===== config.mk =====
export PLATFORM = sky130hd
export DESIGN_NAME = csv_byte_stream_tokenizer_core
export DESIGN_NICKNAME = d
export VERILOG_FILES = /design/src/rtl/csvt_pkg.sv /design/src/rtl/csvt_fifo.sv /design/src/rtl/csvt_front.sv /design/src/rtl/csvt_back.sv /design/src/rtl/csv_byte_stream_tokenizer_core.sv
export SDC_FILE = /design/constraint.sdc
export NUM_CORES = 1
export LEC_CHECK = 0
export BUFFER_PORTS_ARGS = -buffer_cell sky130_fd_sc_hd__buf_2
export CAP_MARGIN = 20
export CORE_ASPECT_RATIO = 1.2
export CORE_MARGIN = 4
export CORE_UTILIZATION = 60
export DETAILED_ROUTE_END_ITERATION = 10
export HOLD_SLACK_MARGIN = 0.08
export PLACE_DENSITY_LB_ADDON = 0.08
export SLEW_MARGIN = 20
export SYNTH_ARGS = -nofsm -noshare
export SYNTH_HDL_FRONTEND = slang
export SYNTH_SLANG_ARGS = --single-unit

===== constraint.sdc =====
create_clock -name clk -period 11.04 [get_ports clk]
set_input_delay 0 -clock clk [delete_from_list [all_inputs] [get_ports clk]]
set_output_delay 0 -clock clk [all_outputs]
set_load 0.005 [all_outputs]

===== src/rtl/csvt_pkg.sv =====
// ----------------------------------------------------------------------------
// csvt_pkg
// Shared types and constants for the CSV byte stream tokenizer.
// ----------------------------------------------------------------------------
package csvt_pkg;

  localparam logic [7:0] CH_QUOTE   = 8'h22;
  localparam logic [7:0] CH_NEWLINE = 8'h0A;
  localparam logic [7:0] CH_COMMA   = 8'h2C;

  localparam int FIELD_OUT_W = 16;
  localparam int ROW_OUT_W   = 32;

  localparam int TOKEN_QUEUE_DEPTH  = 2;
  localparam int RESULT_QUEUE_DEPTH = 2;

  typedef enum logic [2:0] {
    CLS_OTHER,
    CLS_QUOTE,
    CLS_COMMA,
    CLS_NEWLINE,
    CLS_END
  } byte_class_t;

  typedef enum logic [2:0] {
    EV_CONSUMED  = 3'd0,
    EV_DATA      = 3'd1,
    EV_FIELD_END = 3'd2,
    EV_ROW       = 3'd3,
    EV_EMPTY_ROW = 3'd4,
    EV_ERROR     = 3'd5
  } event_t;

  typedef struct packed {
    byte_class_t cls;
    logic [7:0]  ch;
  } token_t;

  typedef struct packed {
    event_t                 kind;
    logic [7:0]             ch;
    logic [FIELD_OUT_W-1:0] field;
    logic [ROW_OUT_W-1:0]   row;
  } result_t;

  typedef struct packed {
    logic err;
    logic in_quotes;
  } back_status_t;

endpackage


===== src/rtl/csvt_fifo.sv =====
// ----------------------------------------------------------------------------
// csvt_fifo
// Small register-based queue with head data shown while not empty.
// ----------------------------------------------------------------------------
module csvt_fifo #(
  parameter int WIDTH = 8,
  parameter int DEPTH = 2
) (
  input  logic             clk,
  input  logic             rst,
  input  logic             push,
  input  logic [WIDTH-1:0] din,
  output logic             full,
  input  logic             pop,
  output logic [WIDTH-1:0] dout,
  output logic             empty
);

  localparam int PTR_W = (DEPTH > 1) ? $clog2(DEPTH) : 1;
  localparam int CNT_W = $clog2(DEPTH + 1);
  localparam logic [PTR_W-1:0] LAST = PTR_W'(DEPTH - 1);
  localparam logic [CNT_W-1:0] CNT_FULL = CNT_W'(DEPTH);

  logic [WIDTH-1:0] mem [DEPTH];
  logic [PTR_W-1:0] wr_ptr;
  logic [PTR_W-1:0] rd_ptr;
  logic [CNT_W-1:0] count;
  logic             do_push;
  logic             do_pop;

  assign full    = (count == CNT_FULL);
  assign empty   = (count == '0);
  assign do_push = push && !full;
  assign do_pop  = pop && !empty;
  assign dout    = mem[rd_ptr];

  always_ff @(posedge clk) begin
    if (do_push) begin
      mem[wr_ptr] <= din;
    end
  end

  always_ff @(posedge clk) begin
    if (rst) begin
      wr_ptr <= '0;
      rd_ptr <= '0;
      count  <= '0;
    end else begin
      if (do_push) begin
        wr_ptr <= (wr_ptr == LAST) ? '0 : wr_ptr + 1'b1;
      end
      if (do_pop) begin
        rd_ptr <= (rd_ptr == LAST) ? '0 : rd_ptr + 1'b1;
      end
      if (do_push && !do_pop) begin
        count <= count + 1'b1;
      end else if (do_pop && !do_push) begin
        count <= count - 1'b1;
      end
    end
  end

endmodule


===== src/rtl/csvt_front.sv =====
// ----------------------------------------------------------------------------
// csvt_front
// Classifies an incoming byte into a token for the parser.
// ----------------------------------------------------------------------------
module csvt_front (
  input  logic            [7:0] in_byte,
  input  logic                  end_of_input,
  output csvt_pkg::token_t      tok
);

  always_comb begin
    tok.ch = in_byte;
    if (end_of_input) begin
      tok.cls = csvt_pkg::CLS_END;
    end else begin
      case (in_byte)
        csvt_pkg::CH_QUOTE:   tok.cls = csvt_pkg::CLS_QUOTE;
        csvt_pkg::CH_COMMA:   tok.cls = csvt_pkg::CLS_COMMA;
        csvt_pkg::CH_NEWLINE: tok.cls = csvt_pkg::CLS_NEWLINE;
        default:              tok.cls = csvt_pkg::CLS_OTHER;
      endcase
    end
  end

endmodule


===== src/rtl/csvt_back.sv =====
// ----------------------------------------------------------------------------
// csvt_back
// Parser state and event generation, one token per cycle while the result queue is not full.
// ----------------------------------------------------------------------------
module csvt_back #(
  parameter int FIELD_INDEX_BITS = 16,
  parameter int ROW_INDEX_BITS   = 32
) (
  input  logic                   clk,
  input  logic                   rst,
  input  csvt_pkg::token_t       tok,
  input  logic                   tok_valid,
  output logic                   tok_pop,
  output csvt_pkg::result_t      res,
  output logic                   res_push,
  input  logic                   res_full,
  output csvt_pkg::back_status_t sts
);

  logic                        inside_quotes;
  logic                        quote_pending;
  logic                        field_nonempty;
  logic [FIELD_INDEX_BITS-1:0] field_counter;
  logic [ROW_INDEX_BITS-1:0]   row_counter;
  logic                        error_latched;

  logic                        inside_quotes_next;
  logic                        quote_pending_next;
  logic                        field_nonempty_next;
  logic [FIELD_INDEX_BITS-1:0] field_counter_next;
  logic [ROW_INDEX_BITS-1:0]   row_counter_next;
  logic                        error_latched_next;

  logic [63:0]                 field_wide;
  logic [63:0]                 row_wide;
  logic                        row_empty;
  logic                        quoted_literal;
  csvt_pkg::event_t            ev;

  assign tok_pop  = tok_valid && !res_full;
  assign res_push = tok_pop;

  assign field_wide     = 64'(field_counter);
  assign row_wide       = 64'(row_counter);
  assign row_empty      = (field_counter == '0) && !field_nonempty;
  assign quoted_literal = inside_quotes && !quote_pending;

  always_comb begin
    inside_quotes_next  = inside_quotes;
    quote_pending_next  = quote_pending;
    field_nonempty_next = field_nonempty;
    field_counter_next  = field_counter;
    row_counter_next    = row_counter;
    error_latched_next  = error_latched;
    ev                  = csvt_pkg::EV_ERROR;
    if (!error_latched) begin
      case (tok.cls)
        csvt_pkg::CLS_END: begin
          ev = row_empty ? csvt_pkg::EV_EMPTY_ROW : csvt_pkg::EV_ROW;
          row_counter_next    = row_counter + 1'b1;
          field_counter_next  = '0;
          inside_quotes_next  = 1'b0;
          quote_pending_next  = 1'b0;
          field_nonempty_next = 1'b0;
        end
        csvt_pkg::CLS_QUOTE: begin
          if (inside_quotes) begin
            if (quote_pending) begin
              quote_pending_next  = 1'b0;
              field_nonempty_next = 1'b1;
              ev                  = csvt_pkg::EV_DATA;
            end else begin
              quote_pending_next = 1'b1;
              ev                 = csvt_pkg::EV_CONSUMED;
            end
          end else if (field_nonempty) begin
            ev = csvt_pkg::EV_DATA;
          end else begin
            inside_quotes_next = 1'b1;
            ev                 = csvt_pkg::EV_CONSUMED;
          end
        end
        csvt_pkg::CLS_NEWLINE: begin
          if (quoted_literal) begin
            field_nonempty_next = 1'b1;
            ev                  = csvt_pkg::EV_DATA;
          end else begin
            ev = row_empty ? csvt_pkg::EV_EMPTY_ROW : csvt_pkg::EV_ROW;
            row_counter_next    = row_counter + 1'b1;
            field_counter_next  = '0;
            inside_quotes_next  = 1'b0;
            quote_pending_next  = 1'b0;
            field_nonempty_next = 1'b0;
          end
        end
        csvt_pkg::CLS_COMMA: begin
          if (quoted_literal) begin
            field_nonempty_next = 1'b1;
            ev                  = csvt_pkg::EV_DATA;
          end else begin
            if (field_counter != '1) begin
              field_counter_next = field_counter + 1'b1;
            end
            inside_quotes_next  = 1'b0;
            quote_pending_next  = 1'b0;
            field_nonempty_next = 1'b0;
            ev                  = csvt_pkg::EV_FIELD_END;
          end
        end
        default: begin
          if (inside_quotes && quote_pending) begin
            error_latched_next = 1'b1;
            ev                 = csvt_pkg::EV_ERROR;
          end else begin
            field_nonempty_next = 1'b1;
            ev                  = csvt_pkg::EV_DATA;
          end
        end
      endcase
    end
  end

  always_comb begin
    res.kind  = ev;
    res.ch    = (ev == csvt_pkg::EV_DATA) ? tok.ch : 8'h00;
    res.field = field_wide[csvt_pkg::FIELD_OUT_W-1:0];
    res.row   = row_wide[csvt_pkg::ROW_OUT_W-1:0];
  end

  assign sts.err       = error_latched;
  assign sts.in_quotes = inside_quotes;

  always_ff @(posedge clk) begin
    if (rst) begin
      inside_quotes  <= 1'b0;
      quote_pending  <= 1'b0;
      field_nonempty <= 1'b0;
      field_counter  <= '0;
      row_counter    <= '0;
      error_latched  <= 1'b0;
    end else if (tok_pop) begin
      inside_quotes  <= inside_quotes_next;
      quote_pending  <= quote_pending_next;
      field_nonempty <= field_nonempty_next;
      field_counter  <= field_counter_next;
      row_counter    <= row_counter_next;
      error_latched  <= error_latched_next;
    end
  end

endmodule


===== src/rtl/csv_byte_stream_tokenizer_core.sv =====
// ----------------------------------------------------------------------------
// csv_byte_stream_tokenizer_core
// CSV tokenizer with quoting per RFC 4180: one byte (or an end-of-input mark)
// goes in per transfer and exactly one event comes out for it, in order. The
// block sustains one transfer per cycle on both sides while the output is
// popped every cycle. The token queue behind the classifier captures the byte
// at the transfer edge; the result queue behind the parser registers its event
// once the parser takes the token, which waits while that queue is full.
// Each event carries the field index and row number as they stood before that
// byte. A byte other than a quote, comma or newline after a closing quote
// raises a format error that repeats for every later byte until reset.
// ----------------------------------------------------------------------------
module csv_byte_stream_tokenizer_core #(
  parameter int FIELD_INDEX_BITS = 16,
  parameter int ROW_INDEX_BITS   = 32
) (
  input  logic        clk,
  input  logic        rst,
  input  logic        push,
  output logic        full,
  input  logic [7:0]  in_byte,
  input  logic        end_of_input,
  output logic        empty,
  input  logic        pop,
  output logic [2:0]  event_kind,
  output logic [7:0]  out_byte,
  output logic [15:0] field_number,
  output logic [31:0] row_index
);

  localparam int TOK_W = $bits(csvt_pkg::token_t);
  localparam int RES_W = $bits(csvt_pkg::result_t);

  csvt_pkg::token_t       front_tok;
  csvt_pkg::token_t       head_tok;
  logic [TOK_W-1:0]       tok_dout;
  logic                   tok_empty;
  logic                   tok_pop;
  csvt_pkg::result_t      back_res;
  csvt_pkg::result_t      head_res;
  logic [RES_W-1:0]       res_dout;
  logic                   res_push;
  logic                   res_full;
  csvt_pkg::back_status_t sts;

  csvt_front u_front (
    .in_byte      (in_byte),
    .end_of_input (end_of_input),
    .tok          (front_tok)
  );

  csvt_fifo #(
    .WIDTH (TOK_W),
    .DEPTH (csvt_pkg::TOKEN_QUEUE_DEPTH)
  ) u_tok_q (
    .clk   (clk),
    .rst   (rst),
    .push  (push),
    .din   (front_tok),
    .full  (full),
    .pop   (tok_pop),
    .dout  (tok_dout),
    .empty (tok_empty)
  );

  assign head_tok = tok_dout;

  csvt_back #(
    .FIELD_INDEX_BITS (FIELD_INDEX_BITS),
    .ROW_INDEX_BITS   (ROW_INDEX_BITS)
  ) u_back (
    .clk       (clk),
    .rst       (rst),
    .tok       (head_tok),
    .tok_valid (!tok_empty),
    .tok_pop   (tok_pop),
    .res       (back_res),
    .res_push  (res_push),
    .res_full  (res_full),
    .sts       (sts)
  );

  csvt_fifo #(
    .WIDTH (RES_W),
    .DEPTH (csvt_pkg::RESULT_QUEUE_DEPTH)
  ) u_res_q (
    .clk   (clk),
    .rst   (rst),
    .push  (res_push),
    .din   (back_res),
    .full  (res_full),
    .pop   (pop),
    .dout  (res_dout),
    .empty (empty)
  );

  assign head_res     = res_dout;
  assign event_kind   = head_res.kind;
  assign out_byte     = head_res.ch;
  assign field_number = head_res.field;
  assign row_index    = head_res.row;

  a_err_sticky : assert property (@(posedge clk) disable iff (rst)
    sts.err |=> sts.err)
    else $error("error flag cleared without reset");

  a_no_res_overflow : assert property (@(posedge clk) disable iff (rst)
    res_push |-> !res_full)
    else $error("result pushed into full queue");

  a_tok_lands : assert property (@(posedge clk) disable iff (rst)
    (push && !full) |=> !tok_empty)
    else $error("accepted byte missing from token queue");

  a_err_reported : assert property (@(posedge clk) disable iff (rst)
    (sts.err && res_push) |-> (back_res.kind == csvt_pkg::EV_ERROR))
    else $error("event other than error while error latched");

endmodule


[After elaboration in Yosys (flattened, before gate mapping)]
Memories as Yosys holds them, arrays and structs flattened. A register that Yosys moved wholly into a read port is not among the register bits.
Index checks and enable logic that the tools add are counted.
Cells by class
  multiply operators: 0
  shifts and indexed selects: 0
  reductions and logical operators: 37
  multiplexer cells: 49
  add/sub/neg operators: 10
  equality and inequality tests: 18
  order comparisons: 0
  bitwise gates (word level): 1
  divide/modulo/power cells: 0
Operator list (count)
  32-bit case mux with 2 select lines: 1
  16-bit two-way mux: 3
  16-bit case mux with 3 select lines: 1
  32-bit by 1-bit adder with 32-bit output (second input constant): 1
  32-bit two-way mux: 1
  1-bit two-way mux: 26
  3-bit two-way mux: 6
  16-bit by 1-bit adder with 16-bit output (second input constant): 1
  8-bit by 6-bit equality test with 1-bit output (second input constant): 2
  16-bit zero test: 1
  16-bit inequality test (second input constant): 1
  1-bit logical AND: 12
  3-bit case mux with 4 select lines: 1
  1-bit zero test: 10
  2-bit two-way mux: 5
  5-bit AND reduction: 2
  1-bit case mux with 3 select lines: 3
  8-bit by 4-bit equality test with 1-bit output (second input constant): 1
  8-bit two-way mux: 1
  4-bit AND reduction: 2
  3-bit by 1-bit equality test with 1-bit output (second input constant): 2
  3-bit by 2-bit equality test with 1-bit output (second input constant): 2
  2-bit by 1-bit inequality test with 1-bit output (second input constant): 3
  2-bit inequality test (second input constant): 3
  14 further kinds: 24
Storage, ports and cells
  output and inout bits: 61
  bits in writable memories: 140
  input bits: 13
  bits in latches: 0
  ROM bits: 0
  memories: 2
  logic and storage cells: 129
  flip-flop bits (word level): 60
Memories
  u_res_q.mem: words 2, width 59, rd ports 1, clocked after Yosys merged registers in 1, wr ports 1, RTL line csvt_fifo.sv:24  | logic [WIDTH-1:0] mem [DEPTH];
  u_tok_q.mem: words 2, width 11, rd ports 1, clocked after Yosys merged registers in 1, wr ports 1, RTL line csvt_fifo.sv:24

[Depth between registers and ports, before layout]
  depth after elaboration: 8
  gate-level depth with buffers: 9
  depth with buffers taken out: 7

[Cells and area by module]
A second synthesis with hierarchy kept.
Unflattened totals
  cell total of the unflattened synthesis: 643
  area total of the unflattened synthesis: 8518.2 sq um
Modules (own cells, without submodules)
  csvt_fifo at u_res_q: area an instance 4479.3 sq um, cells an instance 209, times used 1
  csvt_back: area an instance 2900.3 sq um, cells an instance 357, times used 1
  csvt_fifo at u_tok_q: area an instance 1007.2 sq um, cells an instance 59, times used 1
  csvt_front: area an instance 127.6 sq um, cells an instance 17, times used 1
  csv_byte_stream_tokenizer_core: area an instance 3.8 sq um, cells an instance 1, times used 1

[Worst setup path after synthesis]
No wires, ideal clock.
  path kind: reg-to-reg
  start point: register u_res_q.count[0]
  end point: memory u_res_q.mem[0][0] in the netlist's numbering (enable)
  period minus slack after synthesis: 3.729 ns
  data required time: 10.564 ns
  path slack: 7.311 ns
  stages on the path, launching flop included: 4
  data arrival time: 3.253 ns
  buffers on the path: 0
  cell sequence: dfxtp_1 -> nor2b_1 -> or2_2 -> nor2_1
Between the ends
  word-level cells in the longest chain between the ends: 6
RTL lines
  start: declaration: RTL line csvt_fifo.sv:27  | logic [CNT_W-1:0] count;
  start signal: assignment: RTL line csvt_fifo.sv:56  | count <= count + 1'b1;
  start signal: assignment: RTL line csvt_fifo.sv:58  | count <= count - 1'b1;
  2-bit equality test *: RTL line csvt_fifo.sv:31  | assign full = (count == CNT_FULL);
  1-bit zero test *: RTL line csvt_fifo.sv:33, csvt_back.sv:40
  1-bit logical AND: RTL line csvt_back.sv:40  | assign tok_pop = tok_valid && !res_full;
  1-bit logical AND *: RTL line csvt_fifo.sv:33  | assign do_push = push && !full;
  1-bit two-way mux *: RTL line csvt_fifo.sv:38  | if (do_push) begin
  1-bit two-way mux (implied by the code) *: RTL line csvt_fifo.sv:39  | mem[wr_ptr] <= din;
  end: declaration: RTL line csvt_fifo.sv:24
Mark *: on every way between the ends. The rest lies on a longest branch, timed or not.

==> flow_summary_export.csv <==
group,metric,value,unit
run_status,status,"complete, no violations",
logic_synthesis,yosysSeqAreaShare,0.6455,
place,pre_cts_slack,7.689,ns
final_layout,final_core_util,0.6977,
clocking,post_cts_resized,0,
die,initial_core_util,0.6104,
drt,post-route-drc-count,0,
logic_synthesis,async_flop_share,0,
die,num_rows,47,
sta,slew_headroom,0.3419,
pwr,p_leak,3.257,nW
final_layout,nets,728,
critical_path,crit_chain,"mux2_2 -> nor3_4 -> o2111ai_2 -> or4_1 -> a21oi_1",
place,portBuffers,73,
logic_synthesis,syn_area_per_cell,13.35,µm²
pwr,ir_worst_vdd,0.1560,mV
sta,fin_skew,0.01881,ns
clocking,tritoncts,"built",
final_layout,drive_gt1_frac,0.2535,
logic_synthesis,ys_ff_latch,202,
clocking,cts_hold_buffers,11,
pwr,p_per_area,241.9,mW/mm²
logic_synthesis,syn_inst,632,
logic_synthesis,ys.flop_type,"edfxtp_1",
clocking,cts_made_buffers,19,
logic_synthesis,yosysTopAreaCell,"edfxtp_1",
drt,vias_per_cell,6.116,
clocking,path_clk_slew,0.06,ns
clocking,htreeDepth,1,
grt,grt_first_pass_wirelength,26280,µm
grt,grt_pass1_vias,5283,
drt,first_pass_iters,5,
critical_path,cp-end-kind,"flop",
grt,use_met2,0.3534,
grt,grt_max_degree,50,
sta,post-route-period-util,0.2863,
critical_path,cp.arrival,3.57,ns
die,core_region_area,0.01382,mm²
grt,grt_remaining_overflow,0,
die,die_w,116.2,µm
min_path,holdCritPathClass,"in2reg",
logic_synthesis,synth.distinct_cells,51,
sta,setup_tns,0,ns
grt,antenna_found_initial,0,
drt,antenna_left,0,
clocking,cts.path.max_buffers,3,
flow_run,cap_violations,0,
sta,rsz0062_at_grt,"no",
sta,drv_slew,0,
place,dpl.hpwl,10440,µm
logic_synthesis,synth_edf_count,140,
critical_path,critPathLaunchType,"flop",
grt,grt_use_met3,0.03099,
die,die_area,0.01603,mm²
critical_path,crit_type,"reg2reg",
grt,met1_usage,0.2650,
clocking,clkLatencyLatePin,0.49,ns
sta,worstMarginPinSlew,0.9796,ns
sta,hold_viol_final,0,
clocking,post-cts-setup-buffers,0,
die,chipHeight,137.9,µm
place,place_congestion,0.8258,
critical_path,path_max_fanout,20,
final_layout,antenna_cells,0,
logic_synthesis,syn_nets,650,
grt,grt-busiest-layer,"met2",
clocking,cts_sinks,202,
sta,timing.fmax,0.3164,GHz
logic_synthesis,synthTopCellsByCount,"140 x edfxtp_1, 62 x dfxtp_1, 61 x mux2_2",
sta,period_needed,3.161,ns
clocking,cts_root_buffer,"clkbuf_16",
final_layout,area_growth,14.30,%
place,placed_cell_area,0.008925,mm²
critical_path,cp_slowest_stage_delay,0.83,ns
logic_synthesis,netlist_area,0.008436,mm²
drt,dr_total_vias,5462,
logic_synthesis,ys_warn_count,0,
critical_path,required,11.45,ns
grt,grt_usage,0.2033,
die,io_pins,74,
final_layout,nFillCells,934,
final_layout,final_area,0.009642,mm²
drt,drt_wl_total,15940,µm
drt,wire_per_inst,17.85,µm
logic_synthesis,synthTopCellsByArea,"edfxtp_1 50%, dfxtp_1 15%, mux2_2 8.1%",
logic_synthesis,synth_most_common_cell,"edfxtp_1",
critical_path,crit_slowest_cell,"dfxtp_1",
drt,drt_iter0_drc,321,
sta,setup_ws,7.879,ns
sta,setup_viol,0,
logic_synthesis,synth_top_area_frac,0.4984,
-- sequential cells by signal (all words and copies together) (netlist names), named ones only --
| register | cells |
|---|---|
| u_res_q.mem | 118 |
| u_back.row_counter | 32 |
| u_tok_q.mem | 22 |
| u_back.field_counter | 16 |
| u_res_q.count | 2 |
| u_tok_q.count | 2 |
| u_back.error_latched | 1 |
| u_back.field_nonempty | 1 |
| u_back.inside_quotes | 1 |
| u_back.quote_pending | 1 |
| u_res_q.rd_ptr | 1 |
| u_res_q.wr_ptr | 1 |
| u_tok_q.rd_ptr | 1 |
| u_tok_q.wr_ptr | 1 |
-- through the flow --
step	power [mW]	hold slack, ns	instances
floorplan	1.509	0.09887	632
global placement	1.707	0.2050	849
detailed placement	1.736	0.2079	849
CTS	2.356	0.1176	893
global route	2.460	0.1696	893
finish	2.333	0.1459	893
-- layout make-up --
type / instances / area, µm² / area share
Clock buffer: 29 / 573.1 / 0.05943
Clock inverter: 4 / 22.52 / 0.002336
Inverter: 13 / 48.80 / 0.005061
Tap cell: 171 / 214.0 / 0.02219
Timing Repair Buffer: 87 / 498.0 / 0.05165
Sequential cell: 202 / 5446 / 0.5649
Multi-Input combinational cell: 387 / 2839 / 0.2944
-- power by group --
part           internal [mW]  switching, mW  total (mW)
clock                  0.357          0.258       0.615
sequential              1.03         0.0726        1.10
combinational          0.284          0.330       0.613
total                   1.67          0.660        2.33
-- cell families after synthesis --
family,after synthesis,share of synthesized area
flip-flops,202,0.6455
AND/OR/NAND/NOR,175,0.1157
AO/OA/AOI/OAI,103,0.07980
multiplexers,75,0.1001
buffers and inverters,43,0.02136
XOR/XNOR,29,0.03011
adder cells (fa/ha/maj),5,0.007416
-- cells in the final DEF (no fill, tap or decap), types with 8 or more instances in the layout --
master         instances
dlygate4sd3_1         11
inv_1                 13
o31ai_1               17
nor3_1                 8
o21ai_0               16
buf_2                 73
xnor2_1               19
or4_1                 19
a21oi_1               39
or3_1                 12
clkbuf_16             19
nand3_1               13
xor2_1                10
dfxtp_1               61
nor2_1                35
nand4_1               13
mux2i_1               12
edfxtp_1             140
mux2_2                61
nand2_1               26
nor4_1                16
-- critical path, delay by kind of cell, from the launching register on --
| kind | cells | cell delay [ns] |
|---|---|---|
| muxes | 1 | 0.50 |
| and+or+nand+nor | 2 | 1.10 |
| DFF | 1 | 0.83 |
| AOI/OAI and AO/OA | 2 | 0.64 |
-- worst paths after layout --
| kind | startpoint | end | slack (ns) | depth (start not counted) |
|---|---|---|---|---|
| min reg2reg | u_back.row_counter[21]$_SDFFE_PP0P_ | u_res_q.mem[1][21]$_DFFE_PP_ | 0.46 | 0 |
| max | flop | u_back.row_counter[31]$_SDFFE_PP0P_ | 7.88 | 5 |
| min | rst | u_back.row_counter[21]$_SDFFE_PP0P_ | 0.15 | 2 |
| max reg2reg | flop | u_back.row_counter[31]$_SDFFE_PP0P_ | 7.88 | 5 |
-- per-layer routing --
layer  up-vias  routed length [µm]
li1       2581                   -
met1      2719                6796
met2       134                8171
met3        28                 700
met4         0                 274
met5         -                   0
(Power assumes the default switching activity.)
